$ cat src/rtl/ptd_pkg.sv
// Shared constants for the trial-division primality test core.
// Fixes the widths of the stream payloads; depends on nothing.
package ptd_pkg;

  localparam int NUMBER_WIDTH    = 32;
  localparam int OUT_TDATA_WIDTH = 40;
  localparam int OUT_PAD_WIDTH   = OUT_TDATA_WIDTH - NUMBER_WIDTH - 1;

endpackage : ptd_pkg

$ cat src/rtl/prime_test_trial_division_core.sv
// Trial-division primality test core with a bit-serial remainder unit.
// Depends on ptd_pkg for the payload widths.
// Values below two are reported not prime and two or three prime straight from CHECK; larger
// values run, for each tried divisor, a bit-serial restoring division (DIV) and a remainder
// test (EVAL). Divisors run from two while their square does not exceed the value, so a large
// prime of VALUE_WIDTH bits tries about 2^(VALUE_WIDTH/2) divisors.
// One beat is in work at a time; the next is taken once the result sits in the output register.
// Reset is synchronous and clears the control state and the output valid flag only.
module prime_test_trial_division_core #(
  parameter int VALUE_WIDTH = 32
) (
  input  logic                                 clk,
  input  logic                                 rst,
  input  logic                                 s_axis_tvalid,
  output logic                                 s_axis_tready,
  // [31:0] number
  input  logic [ptd_pkg::NUMBER_WIDTH-1:0]     s_axis_tdata,
  output logic                                 m_axis_tvalid,
  input  logic                                 m_axis_tready,
  // [31:0] tested_value, [32] is_prime, [39:33] zero
  output logic [ptd_pkg::OUT_TDATA_WIDTH-1:0]  m_axis_tdata
);
  import ptd_pkg::*;

  localparam int CW = $clog2(VALUE_WIDTH + 1);

  typedef enum logic [2:0] {
    IDLE,
    CHECK,
    DIV,
    EVAL,
    DONE
  } state_t;

  state_t                   state;
  logic [VALUE_WIDTH-1:0]   n;
  logic [VALUE_WIDTH-1:0]   d;
  logic [VALUE_WIDTH+1:0]   sq;
  logic [VALUE_WIDTH-1:0]   q;
  logic [VALUE_WIDTH-1:0]   rem;
  logic [CW-1:0]            cnt;
  logic                     prime;
  logic [NUMBER_WIDTH-1:0]  out_value;
  logic                     out_prime;

  logic [VALUE_WIDTH-1:0]   n_in;
  logic [NUMBER_WIDTH-1:0]  n_echo;
  logic [VALUE_WIDTH:0]     r2;
  logic [VALUE_WIDTH:0]     sub;
  logic                     fits;
  logic [VALUE_WIDTH+1:0]   sq_next;
  logic                     out_load;

  generate
    if (VALUE_WIDTH <= NUMBER_WIDTH) begin : g_narrow
      assign n_in = s_axis_tdata[VALUE_WIDTH-1:0];
    end else begin : g_wide_in
      assign n_in = {{(VALUE_WIDTH - NUMBER_WIDTH){1'b0}}, s_axis_tdata};
    end
    if (VALUE_WIDTH >= NUMBER_WIDTH) begin : g_echo_cut
      assign n_echo = n[NUMBER_WIDTH-1:0];
    end else begin : g_echo_ext
      assign n_echo = {{(NUMBER_WIDTH - VALUE_WIDTH){1'b0}}, n};
    end
  endgenerate

  // One restoring-division step: bring down the next bit of the value.
  assign r2      = {rem, q[VALUE_WIDTH-1]};
  assign fits    = (r2 >= {1'b0, d});
  assign sub     = r2 - {1'b0, d};
  // (d + 1)^2 = d^2 + 2d + 1.
  assign sq_next = sq + {1'b0, d, 1'b1};

  assign out_load      = (state == DONE) && (!m_axis_tvalid || m_axis_tready);
  assign s_axis_tready = (state == IDLE);
  assign m_axis_tdata  = {{OUT_PAD_WIDTH{1'b0}}, out_prime, out_value};

  always_ff @(posedge clk) begin
    if (rst) begin
      state         <= IDLE;
      m_axis_tvalid <= 1'b0;
    end else begin
      if (out_load) begin
        m_axis_tvalid <= 1'b1;
      end else if (m_axis_tvalid && m_axis_tready) begin
        m_axis_tvalid <= 1'b0;
      end
      unique case (state)
        IDLE: begin
          if (s_axis_tvalid) begin
            n     <= n_in;
            d     <= VALUE_WIDTH'(2);
            sq    <= (VALUE_WIDTH + 2)'(4);
            state <= CHECK;
          end
        end
        CHECK: begin
          if (n[VALUE_WIDTH-1:1] == '0) begin
            prime <= 1'b0;
            state <= DONE;
          end else if (sq > {2'b00, n}) begin
            prime <= 1'b1;
            state <= DONE;
          end else begin
            q     <= n;
            rem   <= '0;
            cnt   <= CW'(VALUE_WIDTH);
            state <= DIV;
          end
        end
        DIV: begin
          q <= {q[VALUE_WIDTH-2:0], 1'b0};
          if (fits) begin
            rem <= sub[VALUE_WIDTH-1:0];
          end else begin
            rem <= r2[VALUE_WIDTH-1:0];
          end
          cnt <= cnt - CW'(1);
          if (cnt == CW'(1)) begin
            state <= EVAL;
          end
        end
        EVAL: begin
          if (rem == '0) begin
            prime <= 1'b0;
            state <= DONE;
          end else begin
            d     <= d + VALUE_WIDTH'(1);
            sq    <= sq_next;
            state <= CHECK;
          end
        end
        DONE: begin
          if (out_load) begin
            out_value     <= n_echo;
            out_prime     <= prime;
            state         <= IDLE;
          end
        end
        default: begin
          state <= IDLE;
        end
      endcase
    end
  end

  a_prime_ge_two: assert property (@(posedge clk) disable iff (rst)
    m_axis_tvalid && m_axis_tdata[NUMBER_WIDTH] |-> m_axis_tdata[NUMBER_WIDTH-1:1] != '0)
    else $error("prime flag set on a value below two");

  a_rem_below_divisor: assert property (@(posedge clk) disable iff (rst)
    (state == DIV) |-> rem < d)
    else $error("partial remainder not below the divisor");

  a_divisor_from_two: assert property (@(posedge clk) disable iff (rst)
    (state == CHECK || state == DIV || state == EVAL) |-> d >= VALUE_WIDTH'(2))
    else $error("trial divisor below two");

endmodule : prime_test_trial_division_core
$ cat config.mk
export PLATFORM = sky130hd
export DESIGN_NAME = prime_test_trial_division_core
export DESIGN_NICKNAME = d
export VERILOG_FILES = /design/src/rtl/ptd_pkg.sv /design/src/rtl/prime_test_trial_division_core.sv
export SDC_FILE = /design/constraint.sdc
export NUM_CORES = 1
export LEC_CHECK = 0
export ABC_AREA = 0
export BUFFER_PORTS_ARGS = -buffer_cell sky130_fd_sc_hd__buf_2
export CORE_ASPECT_RATIO = 1.25
export CORE_UTILIZATION = 45
export CTS_CLUSTER_DIAMETER = 120
export DETAILED_ROUTE_END_ITERATION = 10
export PLACE_DENSITY = 0.73
export SKIP_LAST_GASP = 1
export SYNTH_ARGS = -nofsm -noshare
export SYNTH_HDL_FRONTEND = slang
export SYNTH_SLANG_ARGS = --single-unit
$ cat constraint.sdc
create_clock -name clk -period 10.1 [get_ports clk]
set_input_delay 2.525 -clock clk [delete_from_list [all_inputs] [get_ports clk]]
set_output_delay 2.525 -clock clk [all_outputs]
set_load 0.01 [all_outputs]
==> metrics.cfg, run 1 <==
[logic_synthesis]
syn_area_um2=12600
synth_cell_types=73
seq_area_frac_synth_pct=48.9
synth.avg_cell_area_um2=10.5
synth_cells=1195
synthTopCellsByCount=edfxtp_1 (202), nor2_1 (131), ha_1 (99)
ys_warn_count=0
yosys.area.top_type=edfxtp_1
synth_top_area_share_pct=48.3
yosysMostFrequentCell=edfxtp_1
synth-async-reset-ratio_pct=0
synth_ff_type=edfxtp_1
synth-edff-count=202
synth-seq-cells=206
synth_area_leaders=edfxtp_1 (48%), ha_1 (9.9%), xnor2_1 (4.5%)

[setup_path]
cp-end-kind=register
ff2ff_setup_slack_ns=5.96
crit_path_max_fanout=38
cp.arrival_ns=4.51
cp-start-kind=input port
required_ns=10.24
reg2reg_to=rem[6]
worst_r2r_path_depth=11
crit_type=input port to register
rr_startpoint=n[31]

[drt]
wl_met2_um=13900
wl_um=27800
ant_nets=0
route.met3.wl_um=1250
vias_per_cell=5.62
post_drt_wl_per_cell_um=17.2
drc=0
top_layer=met4
met1Wirelength_um=11400
drt_iter0_drc=569
firstDrtPassIters=5
vias=9101

[power]
power_density_nw_per_um2=142
seqPwrFrac_pct=49.7
p_total_mw=1.98
power_frac_comb_pct=10.6
peakVddDrop_mv=0.101
internal_power_mw=1.51
power.share.clock_pct=39.8
netSwitchingPower_uw=471
leakage_nw=5.48
swShare_pct=23.8

[floorplan]
die_w_um=151
dieArea_um2=28600
start_util_pct=45.7
die_h_um=189
rows=68
coreArea_um2=27500
num_io_pins=78

[grt]
grt_max_degree=67
grt_antenna_before_repair=0
gr-usage-all-layers_pct=19.8
gr-total-overflow=0
grt_pass1_wl_um=44700
grt_pass1_vias=9068

[final_layout]
n_antenna_cell=0
drive_gt1_share_pct=10.8
area_delta_synth_final_pct=10.7
fillCellCount=2411
fin_nets=1394
fin_area_um2=13900
seq_area_um2=6150
multi_input_area_um2=5910

[cts]
htree_num_levels=1
root_buffer=clkbuf_16
worstSkewPairLatency_ns=0.51
cts_tree=built
path_clk_slew_ns=0.06
cts.hold.buffers_added=0
clock-sinks=206
post_cts_resized=0
post-cts-setup-buffers=0
cts-buffers-inserted=21
cts_buffer_depth=3

[sta]
hold_violations=0
fin_skew_ns=0.0105
slew_viol_final=0
post-route-period-util_pct=43.3
tns_ns=0
rsz0062_at_grt=false
worstMarginPinSlew_ns=0.858
timing.hold.ws_ns=0.421
maxSlewHeadroom_pct=42.3
min_period_ns=4.37
finalSetupViolCount=0
clock.fmax_mhz=229

[min_path]
hold_depth=0
min_path_type=register to register
hp-start=prime
hold-path-endpoint=out_prime

[place]
io_buffers=70
routabilityCongestion=0.916
place_area_um2=13200
place_hpwl_um=20700

[status]
outcome=finished clean

[run]
cap_viol_max_count=0

[final cells by class]
class	instances	share of cell area (%)
clock inverter	9	0.954
clock buffer	26	3.92
timing repair buffer	77	2.90
sequential	206	44.2
tap	350	3.15
inverter	88	2.38
multi-input combinational	863	42.5
[how the worst max path moves through the flow]
stage | start | end | slack (ns) | cells past startpoint
6_report | rst | rem[6] | 5.73 | 6
3_5_place_dp | rst | rem[14] | 5.20 | 6
5_1_grt | rst | rem[6] | 5.57 | 6
2_1_floorplan | rst | d[0] | 1.88 | 2
3_3_place_gp | rst | rem[11] | 5.27 | 6
4_1_cts | rst | rem[6] | 5.73 | 6
[state kept, by name, summed over array words and instances (netlist names)]
name           cells
d                 32
rem               32
prime              1
n                 32
cnt                6
out_value         32
q                 32
m_axis_tvalid      1
sq                34
out_prime          1
state              3
[per-stage QoR]
step	worst slack, ns	utilization (%)	cells
after floorplan	1.88	-	1201
after detailed placement	5.20	48.1	1584
after global routing	5.57	50.6	1619
after global placement	5.27	48.1	1584
final	5.73	50.6	1619
after CTS	5.73	50.6	1619
[layer usage]
metal	global-route usage [%]	up-vias
met3	2.69	78
met4	9.23	0
met5	0	-
met1	23.6	4279
li1	-	4502
met2	34.6	242
[placed cells by master (no fill, tap or decap), types with 11 or more instances in the layout]
master,netlist,final
edfxtp_1,202,202
nor2_1,131,131
ha_1,99,99
inv_1,88,88
nand2_1,76,76
o21ai_0,71,71
buf_2,2,70
a21oi_1,68,68
xnor2_1,64,64
a21o_1,42,42
nand3_1,36,36
nand4_1,24,24
nor4_1,23,23
mux2i_1,21,21
clkbuf_16,0,21
xor2_1,18,18
nor3_1,16,14
nor2b_1,13,13
and3_1,11,11
a211oi_1,11,11
[power by group through the flow]
stage,combinational [mW],clock (mW),sequential [mW]
6_report,0.209,0.787,0.983
5_1_grt,0.234,0.830,0.986
4_1_cts,0.209,0.802,0.983
3_5_place_dp,0.208,0,1.00
3_3_place_gp,0.203,0,1.00
2_1_floorplan,0.162,0,0.996
[critical path, stage by stage]
cell     delay, ns
buf_2         0.12
nor2_1        0.33
nand3_1       0.17
inv_1         0.10
a22o_2        0.64
buf_4         0.58
[kinds of logic after synthesis]
kind of cell | Yosys count | synth area share (%)
xor+xnor | 82 | 5.72
simple gates | 373 | 14.3
other cells | 1 | 0.0299
buf+inv | 132 | 4.35
flops | 206 | 48.9
fa+ha+maj | 101 | 10.2
compound gates | 279 | 14.8
mux | 21 | 1.67
Power figures use the tool's default switching activity.
==> run 2, diff against run 1 <==
==> constraint.sdc (replaced) <==
create_clock -name clk -period 4.5 [get_ports clk]
set_input_delay 1.125 -clock clk [delete_from_list [all_inputs] [get_ports clk]]
set_output_delay 1.125 -clock clk [all_outputs]
set_load 0.01 [all_outputs]
==> run 2 against run 1 <==
Compared with the run above: non-clock buffer count increased by 1; worst hold slack got worse by 0.00060 ns; sequential share of layout area decreased by 0.087 points; largest cell class unchanged.
==> metrics.cfg, run 2 (synthesized netlist as in run 1, its figures left out) <==
[status]
outcome=finished clean

[power]
peakVddDrop_mv=0.229  ; +130%
power_density_nw_per_um2=318  ; +120%
leakage_nw=5.50  ; +0.43%

[sta]
fin_skew_ns=0.0102  ; -0.000204 ns
finalSetupViolCount=0  ; unchanged
tns_ns=0  ; unchanged
maxSlewHeadroom_pct=42.4  ; +0.095 points
worstMarginPinSlew_ns=0.864  ; +0.00649 ns
layout_setup_ws_ns=1.06  ; -4.67 ns
post-route-period-util_pct=76.5
hold_violations=0  ; unchanged
clock.fmax_mhz=290
min_period_ns=3.44
rsz0062_at_grt=false
slew_viol_final=0  ; unchanged

[drt]
post_drt_wl_per_cell_um=17.3  ; +0.76%
wl_um=28100  ; +1.1%
wl_met2_um=14200  ; +2.8%
met1Wirelength_um=11700  ; +2.1%
vias_per_cell=5.64  ; +0.39%
top_layer=met4
drc=0  ; unchanged
vias=9170  ; +0.76%
route.met3.wl_um=1070  ; -15%
ant_nets=0  ; unchanged
firstDrtPassIters=5  ; unchanged
drt_iter0_drc=603  ; +6.0%

[place]
place_hpwl_um=21200  ; +2.5%
io_buffers=70  ; unchanged
routabilityCongestion=0.925  ; +1.0%
pre_cts_slack_ns=1.01  ; -4.19 ns

[cts]
worstSkewPairLatency_ns=0.51  ; about the same
cts-buffers-inserted=22  ; +4.8%
post-cts-setup-buffers=0  ; unchanged
cts_buffer_depth=3  ; unchanged
cts_tree=built
cts.hold.buffers_added=0  ; unchanged
root_buffer=clkbuf_16
path_clk_slew_ns=0.07  ; about the same
clock-sinks=206  ; unchanged
post_cts_resized=0  ; unchanged
htree_num_levels=1  ; unchanged

[grt]
gr-usage-all-layers_pct=20.0  ; +0.20 points
grt_max_degree=67  ; unchanged
gr-total-overflow=0  ; unchanged
grt_antenna_before_repair=0  ; unchanged
grt_pass1_wl_um=45200  ; +1.2%
grt_pass1_vias=9067  ; -0.011%

[setup_path]
crit_family=simple AND/OR/NAND/NOR gates
crit_path_max_incr_delay_ns=0.50  ; -0.14 ns
critPathSlowestCell=or4_1
required_ns=4.64  ; -5.60 ns
crit_chain=inv_1, ha_1, nand4_1, or4_1, nor3_1, nand3_1, inv_1, nand3_1, a21oi_1, a22o_2, buf_4
critical_path_buf_inv_count=3  ; unchanged
crit_type=register to register
crit_path_max_fanout=38  ; unchanged
cp-end-kind=register
cp.arrival_ns=3.58  ; -0.93 ns
cp-start-kind=register

[final_layout]
n_antenna_cell=0  ; unchanged
largest_register=sq
layout_commonest_cell=edfxtp_1
fillCellCount=2365  ; -1.9%
final_cell_mix=edfxtp_1 (202), nor2_1 (131), ha_1 (99), inv_1 (88), nand2_1 (76)
seq_area_um2=6150  ; unchanged
multi_input_area_um2=5910  ; unchanged
largest_reg_flops=34  ; unchanged
area_delta_synth_final_pct=10.9
drive_gt1_share_pct=11.4  ; +0.58 points
fin_nets=1396  ; +0.14%

[floorplan]
start_util_pct=45.7  ; unchanged
dieArea_um2=28600  ; unchanged
num_io_pins=78  ; unchanged
coreArea_um2=27500  ; unchanged
rows=68  ; unchanged
die_h_um=189  ; unchanged
die_w_um=151  ; unchanged

[run]
cap_viol_max_count=0  ; unchanged

[min_path]
min_path_type=register to register

[run 2: area by class of cell]
type	count	area share, %
repair buffers	78	2.95
multi-input cells	863	42.4
clock buffers	24	4.16
inverters	88	2.37
well taps	350	3.14
clock inverters	16	0.844
flip-flops and latches	206	44.1
[run 2: power breakdown]
part	total, mW	switching [mW]	internal (mW)
clock	1.75	0.759	0.992
sequential	2.21	0.0453	2.16
combinational	0.475	0.282	0.193
total	4.43	1.09	3.34
[run 2: final timing paths]
path | endpoint | slack (ns) | cells past startpoint | startpoint
worst max-delay path | rem[10] | 1.06 | 11 | n[31]
worst min-delay path | out_prime | 0.42 | 0 | prime
worst max register to register | rem[10] | 1.06 | 11 | n[31]
worst min register to register | out_prime | 0.42 | 0 | prime
[run 2: per-layer routing]
layer	vias up	GRT usage (%)
li1	4502	-
met1	4386	23.9
met2	217	35.7
met3	65	2.42
met4	0	8.23
met5	-	0
[run 2: metrics by stage]
| step | instances | power, mW | cell area (um^2) | util, % | hold WS [ns] |
|---|---|---|---|---|---|
| after floorplan | 1201 | 2.60 | 12600 | - | 0.400 |
| after global placement | 1585 | 2.71 | 13200 | 48.2 | 0.404 |
| after detailed placement | 1585 | 2.72 | 13200 | 48.2 | 0.406 |
| after CTS | 1625 | 4.47 | 13900 | 50.7 | 0.421 |
| after global routing | 1625 | 4.60 | 13900 | 50.7 | 0.439 |
| final | 1625 | 4.43 | 13900 | 50.7 | 0.421 |
